<file path="config.mk">
export PLATFORM = sky130hd
export DESIGN_NAME = acs_front
export DESIGN_NICKNAME = d
export VERILOG_FILES = /design/src/acs_pkg.sv /design/src/acs_front.sv
export SDC_FILE = /design/constraint.sdc
export NUM_CORES = 1
export LEC_CHECK = 0
export BUFFER_PORTS_ARGS = -buffer_cell sky130_fd_sc_hd__buf_4
export CAP_MARGIN = 20
export CORE_MARGIN = 2
export CORE_UTILIZATION = 35
export CTS_BUF_LIST = sky130_fd_sc_hd__clkbuf_4 sky130_fd_sc_hd__clkbuf_8
export DETAILED_ROUTE_END_ITERATION = 16
export HOLD_SLACK_MARGIN = 0.1
export PLACE_DENSITY = 0.59
export SETUP_SLACK_MARGIN = 0.05
export SYNTH_ARGS = -nofsm -noshare
export SYNTH_HDL_FRONTEND = slang
export SYNTH_SLANG_ARGS = --single-unit
</file>
<file path="constraint.sdc">
create_clock -name clk -period 8.7 [get_ports clk]
set_input_delay 0.87 -clock clk [delete_from_list [all_inputs] [get_ports clk]]
set_output_delay 0.87 -clock clk [all_outputs]
set_load 0.1 [all_outputs]
</file>
<file path="src/acs_pkg.sv">
// ----------------------------------------------------------------------------
// acs_pkg
// Shared types and constants for the attention coherence score block.
// ----------------------------------------------------------------------------
package acs_pkg;

    // field and accumulator widths
    localparam int WEIGHT_W   = 17;
    localparam int CFG_W      = 13;
    localparam int CFG_IDX_W  = 3;
    localparam int DIM_W      = 18;
    localparam int ROWSUM_W   = 34;
    localparam int XLOG_W     = 56;
    localparam int TOTAL_W    = 48;
    localparam int ENTSUM_W   = 40;
    localparam int LG_IN_W    = 40;
    localparam int LG_W       = 22;
    localparam int PROD_W     = 39;
    localparam int DIV_NUM_W  = 64;
    localparam int DIV_DEN_W  = 48;
    localparam int ACC_W      = 34;
    localparam int MASS_W     = 17;
    localparam int ENT_W      = 21;
    localparam int FIFO_DEPTH = 4;
    localparam int FIFO_PTR_W = 2;

    // fixed-point constants
    localparam logic [MASS_W-1:0] ONE_Q16     = 17'd65536;
    localparam logic [ENT_W-1:0]  ENT_LIMIT   = 21'd1048576;
    localparam logic [ENT_W-1:0]  CONS_LIMIT  = 21'd131072;
    localparam logic [ACC_W-1:0]  MASS_COEF   = 34'd26214;
    localparam logic [ACC_W-1:0]  FOCUS_COEF  = 34'd19661;
    localparam logic [ACC_W-1:0]  CONS_TERM   = 34'd1288503296;
    localparam logic [ACC_W-1:0]  ROUND_HALF  = 34'd32768;

    // status codes
    localparam logic [1:0] STATUS_OK       = 2'd0;
    localparam logic [1:0] STATUS_REGION   = 2'd1;
    localparam logic [1:0] STATUS_NO_QUERY = 2'd2;

    typedef enum logic [CFG_IDX_W-1:0] {
        REG_ROW_COUNT,
        REG_COLUMN_COUNT,
        REG_WINDOW_START,
        REG_WINDOW_LENGTH,
        REG_QUERY_FIRST,
        REG_QUERY_COUNT
    } cfg_reg_t;

    typedef struct packed {
        logic [CFG_W-1:0] row_count;
        logic [CFG_W-1:0] column_count;
        logic [CFG_W-1:0] window_start;
        logic [CFG_W-1:0] window_length;
        logic [CFG_W-1:0] query_first;
        logic [CFG_W-1:0] query_count;
    } cfg_t;

    // one classified weight
    typedef struct packed {
        logic [WEIGHT_W-1:0] weight;
        logic                in_query;
        logic                in_window;
        logic                row_end;
        logic                mat_end;
    } beat_t;

    typedef struct packed {
        logic [1:0]        status;
        logic [MASS_W-1:0] mass;
        logic [ENT_W-1:0]  entropy;
        logic              consistent;
        logic [MASS_W-1:0] score;
        logic [CFG_W-1:0]  token_total;
    } result_t;

    typedef enum logic [3:0] {
        BK_IDLE,
        BK_LOG_W,
        BK_ACC,
        BK_ROW,
        BK_ROW_W,
        BK_ROW_CLR,
        BK_MASS,
        BK_MASS_W,
        BK_ENT_W,
        BK_MAXE_W,
        BK_FOC_W,
        BK_SC1,
        BK_SC2,
        BK_SC3,
        BK_EMIT
    } back_state_t;

    // zero becomes one, too large becomes the limit
    function automatic logic [DIM_W-1:0] clamp_dim(input logic [CFG_W-1:0] v,
                                                   input logic [DIM_W-1:0] lim);
        logic [DIM_W-1:0] r;
        begin
            if (v == '0)
            begin
                r = DIM_W'(1);
            end
            else if (DIM_W'(v) > lim)
            begin
                r = lim;
            end
            else
            begin
                r = DIM_W'(v);
            end
            return r;
        end
    endfunction

endpackage

</file>
<file path="src/acs_front.sv">
// ----------------------------------------------------------------------------
// acs_front
// Tracks row and column of each accepted weight and tags it for the back end.
// ----------------------------------------------------------------------------
module acs_front
    import acs_pkg::*;
#(
    parameter int MAX_COLUMNS = 4096,
    parameter int MAX_ROWS    = 4096
)
(
    input  logic                clk,
    input  logic                rst_n,
    input  cfg_t                cfg,
    input  logic                accept,
    input  logic [WEIGHT_W-1:0] weight,
    output beat_t               beat
);

    localparam int CW = $clog2(MAX_COLUMNS);
    localparam int RW = (MAX_ROWS > 1) ? $clog2(MAX_ROWS) : 1;

    logic [CW-1:0]    col_pos_reg;
    logic [CW-1:0]    col_pos_next;
    logic [RW-1:0]    row_pos_reg;
    logic [RW-1:0]    row_pos_next;
    logic [DIM_W-1:0] cols;
    logic [DIM_W-1:0] rows;
    logic [DIM_W-1:0] col_ext;
    logic [DIM_W-1:0] row_ext;
    logic             col_last;
    logic             row_last;

    assign cols    = clamp_dim(cfg.column_count, DIM_W'(MAX_COLUMNS));
    assign rows    = clamp_dim(cfg.row_count, DIM_W'(MAX_ROWS));
    assign col_ext = DIM_W'(col_pos_reg);
    assign row_ext = DIM_W'(row_pos_reg);

    assign col_last = (col_ext + DIM_W'(1)) >= cols;
    assign row_last = (row_ext + DIM_W'(1)) >= rows;

    // classification of the current beat
    always_comb
    begin
        beat.weight    = weight;
        beat.in_query  = (row_ext >= DIM_W'(cfg.query_first)) &&
                         (row_ext < DIM_W'(cfg.query_first) + DIM_W'(cfg.query_count));
        beat.in_window = (col_ext >= DIM_W'(cfg.window_start)) &&
                         (col_ext < DIM_W'(cfg.window_start) + DIM_W'(cfg.window_length));
        beat.row_end   = col_last;
        beat.mat_end   = col_last && row_last;
    end

    // position counters
    always_comb
    begin
        col_pos_next = col_pos_reg;
        row_pos_next = row_pos_reg;
        if (accept)
        begin
            if (col_last)
            begin
                col_pos_next = '0;
                row_pos_next = row_last ? '0 : row_pos_reg + RW'(1);
            end
            else
            begin
                col_pos_next = col_pos_reg + CW'(1);
            end
        end
    end

    always_ff @(posedge clk or negedge rst_n)
    begin
        if (!rst_n)
        begin
            col_pos_reg <= '0;
            row_pos_reg <= '0;
        end
        else
        begin
            col_pos_reg <= col_pos_next;
            row_pos_reg <= row_pos_next;
        end
    end

endmodule

</file>
==> results.cfg <==
[status]
outcome = finished clean

[sta]
worst_slack_ns = 3.63
skew_ns = 0.00638
setup_violations = 0
grt_setup_unrepaired = false
post-route-min-period_ns = 5.07
tns_ns = 0
worst_slew_pin_slew_ns = 0.664
relSlewSlack = 0.555
final-hold-violation-count = 0
holdWs_ns = 0.501
max_freq_mhz = 197
period_share = 0.583
slew_viol_final = 0

[global_routing]
antenna_found_initial = 0
grt_pass1_vias = 4199
grt_start_max_net_pins = 26
grt_first_pass_wirelength_mm = 19.5
overflow = 0
track_usage = 0.165

[hold_path]
hp-class = input pin to asynchronous set/reset pin

[power]
power_frac_comb = 0.612
powerDensity_mw_per_mm2 = 122
p_seq_frac = 0.267
p_leak_uw = 0.00276
cell_internal_pwr_uw = 360
ir_drop_mv = 0.0621
p_sw_uw = 284
swShare = 0.441
p_clk_frac = 0.120

[finish]
diodes = 0
drive_above_1_share = 0.176
stdcell_count = 793
area_growth_pct = 16.2
nets = 822
mostFrequentLayoutCells = 100 x ha_1, 86 x buf_4, 49 x nand2_1
layout.cells.most_common = ha_1
final_core_util = 0.418

[drt]
drtIter0Drc = 232
postRouteAntennaNets = 0
num_vias = 4176
drc_errors = 0
drt_first_pass_iters = 6
wl_per_cell_um = 14.5
viasPerCell = 5.27
drt-total-wl_mm = 11.5

[floorplan]
die_w_um = 118
rows = 41
dieArea_mm2 = 0.0139
die_y_um = 118
core-area_mm2 = 0.0126
initial_core_util = 0.360
pin_count = 119

[placed_design]
place.gp.congestion = 0.868
port_buffers = 84
dp_hpwl_mm = 9.80
pre_cts_ws_ns = 3.66
placed_cells = 789

[yosys]
ys_types = 55
syn_avg_cell_area_um2 = 8.12
yosys_most_used_dff = dfrtp_1
ys_seq_area_frac = 0.132
ys_warn_count = 0
synth_nets = 759
synth-seq-cells = 24
synth_area_mm2 = 0.00454
syn_inst = 559
synthArstFlopShare = 1.00
synth_edf_count = 0

[critical_path]
start_kind = input pin
worstSetupPathType = input pin to primary output
arrival_ns = 4.20
endpoint_kind = primary output
r2r_setup_slack_ns = 4.90
cp_max_fo = 5
required_ns = 7.83

[clock_tree]
root_buffer = clkbuf_8
cts_setup_buffers = 0
htreeDepth = 1
clkTransAtPathRegs_ns = 0.08
clock_latency_ns = 0.27
clk_path_buf_depth = 2
cts_hold_repair.buffers = 0
cts-resized-gates = 0
clock-sinks = 24
numCtsBuffers = 3
tritoncts = done

[run]
cap_violations = 0
-- through the flow --
step / total power, µW / area [µm²]
floorplan: 487 / 4540
global placement: 554 / 5220
detailed placement: 570 / 5220
CTS: 651 / 5270
global route: 717 / 5270
finish: 645 / 5270
-- logic make-up (layout without fill, tap and decap cells) --
kind of cell / after synthesis / after routing / synth area share
simple gates: 159 / 159 / 0.178
fa+ha+maj: 102 / 102 / 0.285
compound gates: 157 / 157 / 0.237
mux: 8 / 8 / 0.0212
buf+inv: 73 / 135 / 0.0772
flops: 24 / 24 / 0.132
xor+xnor: 36 / 36 / 0.0695
-- metal layers --
| metal | up-vias | share of wire | track usage |
|---|---|---|---|
| met5 | - | 0 | 0 |
| met4 | 0 | 0.011 | 0.0354 |
| met3 | 11 | 0.048 | 0.0213 |
| met2 | 107 | 0.47 | 0.289 |
| met1 | 1910 | 0.47 | 0.216 |
| li1 | 2148 | - | - |
-- critical path, stage by stage --
cell and delay, ns:
buf_4 0.11, ha_1 0.36, nor2b_1 0.18, o31a_1 0.28
o211ai_1 0.25, nor2b_1 0.25, xor2_1 0.19, ha_1 0.26
o21ai_0 0.17, o21bai_1 0.08, a21o_1 0.17, a221o_1 0.33
o21ba_2 0.19, a31oi_1 0.18, buf_4 0.32
-- cell usage after synthesis, types with 5 or more instances --
master	n	area share
and3_1	10	0.014
nand2_1	49	0.041
nor3_1	10	0.011
a22o_1	8	0.015
dfrtp_1	24	0.13
ha_1	100	0.28
xor2_1	22	0.042
o2bb2ai_2	6	0.020
clkbuf_1	7	0.0058
a21oi_1	33	0.036
a31oi_1	9	0.012
nand2b_1	16	0.022
o21ai_0	35	0.039
nor4_1	5	0.0069
a21o_1	23	0.038
o211ai_1	11	0.018
xnor2_1	14	0.027
nand4_1	8	0.011
nor2_1	21	0.017
nor2b_1	11	0.015
inv_1	45	0.037
buf_4	18	0.030
nand3_1	13	0.014
a211oi_1	7	0.012
-- worst paths after layout --
check / from / end / depth (start not counted)
setup / recovery: cfg[28] / beat[2] / 15
setup reg to reg: row_pos_reg[2] / row_pos_reg[6] / 12
min in group clk: col_pos_reg[3] / col_pos_reg[3] / 1
max in group asynchronous: rst_n / row_pos_reg[5] / 1
hold reg to reg: col_pos_reg[3] / col_pos_reg[3] / 1
hold / removal: rst_n / row_pos_reg[10] / 1
-- power groups by stage --
stage | Sequential, µW | Clock, µW | Combinational [µW]
2_1_floorplan | 160 | 0 | 326
3_3_place_gp | 175 | 0 | 379
3_5_place_dp | 175 | 0 | 395
4_1_cts | 173 | 80.4 | 398
5_1_grt | 178 | 84.0 | 454
6_report | 172 | 77.7 | 395
-- area by class of cell --
class,instances,area [µm²]
Tap cell,172,215
Fill cell,1334,7350
Clock buffer,4,55.1
Timing Repair Buffer,86,646
Multi-Input combinational cell,462,3590
Sequential cell,24,601
Inverter,45,169
No activity file was read; power rests on OpenSTA's default activity.
