**src/acs_pkg.sv**
```systemverilog
// ----------------------------------------------------------------------------
// acs_pkg
// Shared types and constants for the attention coherence score block.
// ----------------------------------------------------------------------------
package acs_pkg;

    // field and accumulator widths
    localparam int WEIGHT_W   = 17;
    localparam int CFG_W      = 13;
    localparam int CFG_IDX_W  = 3;
    localparam int DIM_W      = 18;
    localparam int ROWSUM_W   = 34;
    localparam int XLOG_W     = 56;
    localparam int TOTAL_W    = 48;
    localparam int ENTSUM_W   = 40;
    localparam int LG_IN_W    = 40;
    localparam int LG_W       = 22;
    localparam int PROD_W     = 39;
    localparam int DIV_NUM_W  = 64;
    localparam int DIV_DEN_W  = 48;
    localparam int ACC_W      = 34;
    localparam int MASS_W     = 17;
    localparam int ENT_W      = 21;
    localparam int FIFO_DEPTH = 4;
    localparam int FIFO_PTR_W = 2;

    // fixed-point constants
    localparam logic [MASS_W-1:0] ONE_Q16     = 17'd65536;
    localparam logic [ENT_W-1:0]  ENT_LIMIT   = 21'd1048576;
    localparam logic [ENT_W-1:0]  CONS_LIMIT  = 21'd131072;
    localparam logic [ACC_W-1:0]  MASS_COEF   = 34'd26214;
    localparam logic [ACC_W-1:0]  FOCUS_COEF  = 34'd19661;
    localparam logic [ACC_W-1:0]  CONS_TERM   = 34'd1288503296;
    localparam logic [ACC_W-1:0]  ROUND_HALF  = 34'd32768;

    // status codes
    localparam logic [1:0] STATUS_OK       = 2'd0;
    localparam logic [1:0] STATUS_REGION   = 2'd1;
    localparam logic [1:0] STATUS_NO_QUERY = 2'd2;

    typedef enum logic [CFG_IDX_W-1:0] {
        REG_ROW_COUNT,
        REG_COLUMN_COUNT,
        REG_WINDOW_START,
        REG_WINDOW_LENGTH,
        REG_QUERY_FIRST,
        REG_QUERY_COUNT
    } cfg_reg_t;

    typedef struct packed {
        logic [CFG_W-1:0] row_count;
        logic [CFG_W-1:0] column_count;
        logic [CFG_W-1:0] window_start;
        logic [CFG_W-1:0] window_length;
        logic [CFG_W-1:0] query_first;
        logic [CFG_W-1:0] query_count;
    } cfg_t;

    // one classified weight
    typedef struct packed {
        logic [WEIGHT_W-1:0] weight;
        logic                in_query;
        logic                in_window;
        logic                row_end;
        logic                mat_end;
    } beat_t;

    typedef struct packed {
        logic [1:0]        status;
        logic [MASS_W-1:0] mass;
        logic [ENT_W-1:0]  entropy;
        logic              consistent;
        logic [MASS_W-1:0] score;
        logic [CFG_W-1:0]  token_total;
    } result_t;

    typedef enum logic [3:0] {
        BK_IDLE,
        BK_LOG_W,
        BK_ACC,
        BK_ROW,
        BK_ROW_W,
        BK_ROW_CLR,
        BK_MASS,
        BK_MASS_W,
        BK_ENT_W,
        BK_MAXE_W,
        BK_FOC_W,
        BK_SC1,
        BK_SC2,
        BK_SC3,
        BK_EMIT
    } back_state_t;

    // zero becomes one, too large becomes the limit
    function automatic logic [DIM_W-1:0] clamp_dim(input logic [CFG_W-1:0] v,
                                                   input logic [DIM_W-1:0] lim);
        logic [DIM_W-1:0] r;
        begin
            if (v == '0)
            begin
                r = DIM_W'(1);
            end
            else if (DIM_W'(v) > lim)
            begin
                r = lim;
            end
            else
            begin
                r = DIM_W'(v);
            end
            return r;
        end
    endfunction

endpackage

```
**src/acs_fifo.sv**
```systemverilog
// ----------------------------------------------------------------------------
// acs_fifo
// Short queue of classified beats between front and back end.
// ----------------------------------------------------------------------------
module acs_fifo
    import acs_pkg::*;
(
    input  logic  clk,
    input  logic  rst_n,
    input  logic  push,
    input  beat_t din,
    output logic  full,
    input  logic  pop,
    output beat_t dout,
    output logic  empty
);

    beat_t                 mem_reg [FIFO_DEPTH];
    logic [FIFO_PTR_W-1:0] wr_ptr_reg;
    logic [FIFO_PTR_W-1:0] rd_ptr_reg;
    logic [FIFO_PTR_W:0]   count_reg;
    logic                  do_push;
    logic                  do_pop;

    assign full    = (count_reg == (FIFO_PTR_W+1)'(FIFO_DEPTH));
    assign empty   = (count_reg == '0);
    assign do_push = push && !full;
    assign do_pop  = pop && !empty;
    assign dout    = mem_reg[rd_ptr_reg];

    // storage
    always_ff @(posedge clk)
    begin
        if (do_push)
        begin
            mem_reg[wr_ptr_reg] <= din;
        end
    end

    // pointers and fill count
    always_ff @(posedge clk or negedge rst_n)
    begin
        if (!rst_n)
        begin
            wr_ptr_reg <= '0;
            rd_ptr_reg <= '0;
            count_reg  <= '0;
        end
        else
        begin
            if (do_push)
            begin
                wr_ptr_reg <= wr_ptr_reg + FIFO_PTR_W'(1);
            end
            if (do_pop)
            begin
                rd_ptr_reg <= rd_ptr_reg + FIFO_PTR_W'(1);
            end
            if (do_push && !do_pop)
            begin
                count_reg <= count_reg + (FIFO_PTR_W+1)'(1);
            end
            else if (do_pop && !do_push)
            begin
                count_reg <= count_reg - (FIFO_PTR_W+1)'(1);
            end
        end
    end

endmodule

```
**config.mk**
```make
export PLATFORM = sky130hd
export DESIGN_NAME = acs_fifo
export DESIGN_NICKNAME = d
export VERILOG_FILES = /design/src/acs_pkg.sv /design/src/acs_fifo.sv
export SDC_FILE = /design/constraint.sdc
export NUM_CORES = 1
export LEC_CHECK = 0
export ABC_AREA = 0
export BUFFER_PORTS_ARGS = -buffer_cell sky130_fd_sc_hd__buf_2
export CAP_MARGIN = 25
export CORE_AREA = 2 2 99 63
export CTS_BUF_LIST = sky130_fd_sc_hd__clkbuf_4
export DETAILED_ROUTE_END_ITERATION = 16
export DIE_AREA = 0 0 101 65
export PLACE_DENSITY = 0.83
export SKIP_CTS_REPAIR_TIMING = 1
export SLEW_MARGIN = 20
export SYNTH_ARGS = -nofsm -noshare
export SYNTH_HDL_FRONTEND = slang
export SYNTH_SLANG_ARGS = --single-unit
```
**constraint.sdc**
```tcl
create_clock -name clk -period 6.3 [get_ports clk]
set_clock_uncertainty 0.2 [all_clocks]
set_input_delay 0.63 -clock clk [delete_from_list [all_inputs] [get_ports clk]]
set_output_delay 0.63 -clock clk [all_outputs]
set_load 0.01 [all_outputs]
```
==> flow_summary.toml, run 1 <==
[detailed_routing]
detailedRoute.firstIterationViolations = 83
dr_total_vias = 1583
avgRoutedWirePerCell_um = 20.8
drc_errors = 0
drt-vias-per-instance = 5.67
ant_nets = 0
drtPass1Iterations = 4
routed_wl_um = 5800

[power]
powerDensity_nw_per_um2 = 452
power.ir.vdd_worst_v = 0.000239
power.total_mw = 1.78
power_leakage_nw = 1.40

[worst_hold_path]
min-delay-start = "din[18]"
holdCritPathClass = "primary input to register"
timing.hold.worst_path_depth = 1
min_to = "mem_reg[2][18]$_DFFE_PP_"

[place]
gpl.final_weighted_congestion = 0.732
io_buffer_count = 47
place_hpwl_um = 3750

[global_routing]
grt_pass1_vias = 1660
grt-busiest-layer = "met2"
antenna_found_initial = 0
grt_util_met3_pct = 8.09
met2_usage_pct = 31.8
grt_start_max_net_pins = 24
globalRouteMet1Util_pct = 27.8
grtUsageTotal_pct = 20.6
congestion_overflow_gr = 0
wire_length_of_the_first_global_routing_pass_um = 9290

[synth]
synthSimpleGateAreaFrac_pct = 1.81
postSynthRegisterBits = 91
post_synth_mux_area_share_pct = 14.4
synthesis.yosys.warnings = 0
synthesized_area_fraction_occupied_by_ao_oa_aoi_and_oai_cells_pct = 0
post_synth_xor_area_fraction_pct = 1.52
synth_fp_nets = 177
yosys.cell_types.count = 19
synth.yosys.seq_area_share_pct = 77.9
syn_inst = 146
synthesis.area_per_instance_um2 = 23.7
synth_top_family_by_area = "multiplexers"
synth_fa_ha_area_share_pct = 2.38
cell_area_synth_um2 = 3460

[critical_path]
cp-start-kind = "register"
crit-reg2reg-launch = "count_reg[2]$_DFFE_PN0P_"
cp_top_family = "flip-flops"
critical-path-slowest-cell = "sky130_fd_sc_hd__dfrtp_1"
worst-endpoint-arrival_ps = 2080
path_max_fanout = 22
critical_path.max_stage_delay_ps = 1060
ff2ff_setup_slack_ps = 3790
reg2reg_depth = 3
worst-setup-path-type = "register to output port"
critical_path.endpoint_type = "output port"
timing.critical_path.required_ps = 5470
critical_path.cell_chain = "mux4_2, buf_2"
worstReg2RegEnd = "mem_reg[0][11]$_DFFE_PP_"
worstPathBufferInverterCount = 1

[timing]
finalSetupTns_ps = 0
finalSetupViolations = 0
clock.fmax_mhz = 344
rsz0062_at_grt = "false"
final-hold-violation-count = 0
final_min_period_over_clock_period_pct = 46.2
report.final.slew_viol_count = 0
whs_ps = 211
min_period_ps = 2910
timing_worst_slew_pin_value_ps = 1050
slew-limit-headroom_pct = 29.8

[clock_tree]
tritoncts_num_sinks = 91
tritoncts.num_buffers = 9
cts.reportedPaths.clkPinSlew_ps = 130
clock_path_buffers = 2
cts-root-buf = "sky130_fd_sc_hd__clkbuf_4"
cts_h_tree_depth = 3
cts_tree = "done"
clkLatencyLatePin_ps = 430

[status]
outcome = "complete, no violations"

[finish]
final_nets = 233
drive_gt1_share_pct = 43.0
mostFrequentLayoutCell = "sky130_fd_sc_hd__edfxtp_1"
postLayoutCoreUtil_pct = 68.1
n_fill_cell = 375
most-common-layout-cells = "sky130_fd_sc_hd__edfxtp_1, sky130_fd_sc_hd__buf_2, sky130_fd_sc_hd__mux4_2, sky130_fd_sc_hd__clkbuf_4, sky130_fd_sc_hd__dfrtp_1"
area.growth.synth_to_final_pct = 13.7
insertedDiodeCount = 0
largest_register_ff_count = 84

[floorplan]
horiz_die_dim_um = 101
design.core.area_um2 = 5780
die_height_um = 65
fp-row-count = 22
fp.dieArea_um2 = 6570
start_util_pct = 59.9
io_pins = 48

[job]
maxCapViolCount = 0
## layout make-up
class / instances / area, um2 / area share [%]
inverters: 4 / 15.0 / 0.381
flip-flops and latches: 91 / 2700 / 68.5
well taps: 72 / 90.1 / 2.29
repair buffers: 51 / 279 / 7.08
multi-input cells: 45 / 698 / 17.7
clock inverters: 7 / 91.3 / 2.32
clock buffers: 9 / 67.6 / 1.72
## worst max-delay path by stage
stage	from	endpoint	slack, ps	cells after the start
after CTS	rd_ptr_reg[1]$_DFFE_PN0P_	dout[3]	3360	2
after global routing	rd_ptr_reg[1]$_DFFE_PN0P_	dout[3]	3260	2
after global placement	push	mem_reg[1][9]$_DFFE_PP_	3740	3
after floorplan	count_reg[0]$_DFFE_PN0P_	count_reg[2]$_DFFE_PN0P_	4120	8
after detailed placement	push	mem_reg[1][10]$_DFFE_PP_	3570	3
final	rd_ptr_reg[1]$_DFFE_PN0P_	dout[3]	3390	2
## through the flow
| step | cells | worst slack [ps] | area [um2] |
|---|---|---|---|
| after global placement | 260 | 3740 | 3740 |
| final | 279 | 3390 | 3940 |
| after CTS | 276 | 3360 | 3900 |
| after floorplan | 146 | 4120 | 3460 |
| after global routing | 279 | 3260 | 3940 |
| after detailed placement | 260 | 3570 | 3740 |
## power by group
group | internal, mW | total, mW | leakage [nW] | switching [mW]
clock | 0.160 | 0.344 | 0.0776 | 0.184
sequential | 0.805 | 0.883 | 0.851 | 0.0782
combinational | 0.278 | 0.552 | 0.468 | 0.274
total | 1.24 | 1.78 | 1.40 | 0.536
## per-layer routing
| layer | share of wire [%] | wire length, um | vias up |
|---|---|---|---|
| met5 | 0 | 0 | - |
| met2 | 50 | 2880 | 57 |
| met4 | 1.1 | 62 | 0 |
| met3 | 5.9 | 340 | 6 |
| met1 | 43 | 2520 | 816 |
| li1 | - | - | 704 |
## synth_stat cells
master | number | area share (%)
sky130_fd_sc_hd__nand2_1 | 1 | 0.11
sky130_fd_sc_hd__nand3_1 | 1 | 0.14
sky130_fd_sc_hd__xor2_1 | 2 | 0.51
sky130_fd_sc_hd__ha_1 | 5 | 1.8
sky130_fd_sc_hd__nor2b_1 | 1 | 0.18
sky130_fd_sc_hd__dfrtp_1 | 7 | 5.1
sky130_fd_sc_hd__inv_1 | 4 | 0.43
sky130_fd_sc_hd__nor3b_2 | 1 | 0.36
sky130_fd_sc_hd__fa_1 | 1 | 0.58
sky130_fd_sc_hd__edfxtp_1 | 84 | 73
sky130_fd_sc_hd__mux2_2 | 1 | 0.33
sky130_fd_sc_hd__buf_6 | 4 | 1.3
sky130_fd_sc_hd__buf_2 | 2 | 0.29
sky130_fd_sc_hd__nor2_1 | 1 | 0.11
sky130_fd_sc_hd__and2_1 | 4 | 0.72
sky130_fd_sc_hd__or3_1 | 1 | 0.18
sky130_fd_sc_hd__mux2_4 | 1 | 0.43
sky130_fd_sc_hd__mux4_2 | 21 | 14
sky130_fd_sc_hd__xnor2_1 | 4 | 1.0
## cells by family after synthesis
logic type    Yosys count
mux                    23
simple gates           10
xor+xnor                6
fa+ha+maj               6
flops                  91
buf+inv                10
No activity file was read; power rests on OpenSTA's default activity.
==> inputs of run 2 (changes only) <==
--- a/config.mk
+++ b/config.mk
@@ -8,11 +8,11 @@
 export ABC_AREA = 0
 export BUFFER_PORTS_ARGS = -buffer_cell sky130_fd_sc_hd__buf_2
 export CAP_MARGIN = 25
-export CORE_AREA = 2 2 99 63
+export CORE_AREA = 2 2 108 68
 export CTS_BUF_LIST = sky130_fd_sc_hd__clkbuf_4
 export DETAILED_ROUTE_END_ITERATION = 16
-export DIE_AREA = 0 0 101 65
-export PLACE_DENSITY = 0.83
+export DIE_AREA = 0 0 110 70
+export PLACE_DENSITY = 0.74
 export SKIP_CTS_REPAIR_TIMING = 1
 export SLEW_MARGIN = 20
 export SYNTH_ARGS = -nofsm -noshare
==> constraint.sdc (replaced) <==
create_clock -name clk -period 2.5 [get_ports clk]
set_clock_uncertainty 0.2 [all_clocks]
set_input_delay 0.25 -clock clk [delete_from_list [all_inputs] [get_ports clk]]
set_output_delay 0.25 -clock clk [all_outputs]
set_load 0.01 [all_outputs]
==> flow_summary.toml, run 2 (synthesized netlist as in run 1, its figures left out) <==
[detailed_routing]
dr_total_vias = 1623
ant_nets = 0
routed_wl_um = 5560
drc_errors = 0
drt-vias-per-instance = 4.95
detailedRoute.firstIterationViolations = 47
avgRoutedWirePerCell_um = 16.9
drtPass1Iterations = 5

[job]
maxCapViolCount = 0

[status]
outcome = "complete, no violations"

[finish]
mostFrequentLayoutCell = "sky130_fd_sc_hd__edfxtp_1"
postLayoutCoreUtil_pct = 61.4
insertedDiodeCount = 0
drive_gt1_share_pct = 40.9
final_cell_count_no_fill = 328
final_nets = 265
area.growth.synth_to_final_pct = 22.0
largest_register_ff_count = 84
most-common-layout-cells = "sky130_fd_sc_hd__edfxtp_1, sky130_fd_sc_hd__buf_2, sky130_fd_sc_hd__dlygate4sd3_1, sky130_fd_sc_hd__mux4_2, sky130_fd_sc_hd__buf_4"

[critical_path]
reg2reg_depth = 8
cp_top_family = "simple AND/OR/NAND/NOR gates"
critical-path-slowest-cell = "sky130_fd_sc_hd__dfrtp_1"
worst-setup-path-type = "register to register"
ff2ff_setup_slack_ps = 180
critical_path.cell_chain = "or3_1, nand2_1, ha_1, inv_1, fa_1, xor2_1, nor2_1, xor2_1"
worstPathBufferInverterCount = 1
crit-reg2reg-launch = "count_reg[0]$_DFFE_PN0P_"
critical_path.endpoint_type = "register"
worst-endpoint-arrival_ps = 2470
path_common_cell = "sky130_fd_sc_hd__xor2_1"
path_max_fanout = 4
critical_path.max_stage_delay_ps = 460
cp-start-kind = "register"
worstReg2RegEnd = "count_reg[2]$_DFFE_PN0P_"
timing.critical_path.required_ps = 2650

[clock_tree]
cts.reportedPaths.clkPinSlew_ps = 120
cts_h_tree_depth = 3
clkLatencyLatePin_ps = 410
cts_tree = "done"
clock_path_buffers = 2
tritoncts.num_buffers = 9
tritoncts_num_sinks = 91
cts-root-buf = "sky130_fd_sc_hd__clkbuf_4"

[floorplan]
fp-row-count = 24
design.core.area_um2 = 6880
io_pins = 48
die_height_um = 70
fp.dieArea_um2 = 7700
horiz_die_dim_um = 110
start_util_pct = 50.4

[timing]
finalSetupTns_ps = 0
clock.fmax_mhz = 431
finalSetupViolations = 0
final-hold-violation-count = 0
final_min_period_over_clock_period_pct = 92.9
setup_ws_ps = 178
timing_worst_slew_pin_value_ps = 495
slew-limit-headroom_pct = 67.0
rsz0062_at_grt = "false"
min_period_ps = 2320
report.final.slew_viol_count = 0

[power]
powerDensity_nw_per_um2 = 1040
power_leakage_nw = 1.53
power.ir.vdd_worst_v = 0.000443

[place]
place_hpwl_um = 3630
place.detailed.instances = 290
dpl_worst_slack_ps = 189
gpl.final_weighted_congestion = 0.781
io_buffer_count = 47

[worst_hold_path]
holdCritPathClass = "primary input to register"
timing.hold.worst_path_depth = 4
min_to = "wr_ptr_reg[0]$_DFFE_PN0P_"
min-delay-start = "push"

[global_routing]
wire_length_of_the_first_global_routing_pass_um = 8630
congestion_overflow_gr = 0
antenna_found_initial = 0
grt_pass1_vias = 1685
grt_start_max_net_pins = 15
grtUsageTotal_pct = 16.0
## run 2: changes by cell type in the layout (fill, tap and decap cells not counted), moves of 2 or more
| cell | delta |
|---|---|
| sky130_fd_sc_hd__dlygate4sd3_1 | +23 |
| sky130_fd_sc_hd__buf_4 | +10 |
| sky130_fd_sc_hd__clkinv_1 | -2 |
| sky130_fd_sc_hd__clkinv_2 | +2 |
## run 2: through the flow
| stage | hold slack, ps | power (mW) | area (um2) |
|---|---|---|---|
| 2_1_floorplan | -246 | 3.19 | 3460 |
| 3_3_place_gp | -106 | 3.67 | 3860 |
| 3_5_place_dp | -104 | 3.71 | 3860 |
| 4_1_cts | -584 | 4.44 | 3990 |
| 5_1_grt | 153 | 4.67 | 4230 |
| 6_report | 149 | 4.40 | 4230 |
## run 2: cell type report
cell class,count,area (um2)
clock buffers,9,67.6
clock inverters,5,56.3
fillers,487,2650
inverters,4,15.0
multi-input cells,45,697
flip-flops and latches,91,2700
well taps,91,114
repair buffers,83,578
## run 2: tightest hold or removal path, stage by stage
cell,delay (ps)
sky130_fd_sc_hd__buf_2,70
sky130_fd_sc_hd__nor2b_1,160
sky130_fd_sc_hd__buf_4,170
sky130_fd_sc_hd__xnor2_1,70
## run 2: layer usage
layer  up-vias  global-route usage [%]  routed length [um]
met5         -                       0                   0
met4         0                    5.91                  43
met3         5                    6.44                 303
met2        42                    25.3                2820
met1       808                    19.9                2390
li1        768                       -                   -
## run 2: worst max-delay path by stage
stage | start | endpoint | slack (ps) | cells after the start
floorplan | count_reg[0]$_DFFE_PN0P_ | count_reg[2]$_DFFE_PN0P_ | 320 | 8
global placement | count_reg[0]$_DFFE_PN0P_ | count_reg[2]$_DFFE_PN0P_ | 270 | 8
detailed placement | count_reg[0]$_DFFE_PN0P_ | count_reg[2]$_DFFE_PN0P_ | 190 | 8
CTS | count_reg[0]$_DFFE_PN0P_ | count_reg[2]$_DFFE_PN0P_ | 170 | 8
global route | count_reg[0]$_DFFE_PN0P_ | count_reg[2]$_DFFE_PN0P_ | 10 | 8
finish | count_reg[0]$_DFFE_PN0P_ | count_reg[2]$_DFFE_PN0P_ | 180 | 8
## run 2: report_power, final
group / internal, mW / total [mW] / switching (mW)
clock network: 0.293 / 0.735 / 0.443
registers: 2.02 / 2.16 / 0.140
logic: 0.781 / 1.51 / 0.724
total: 3.10 / 4.40 / 1.31
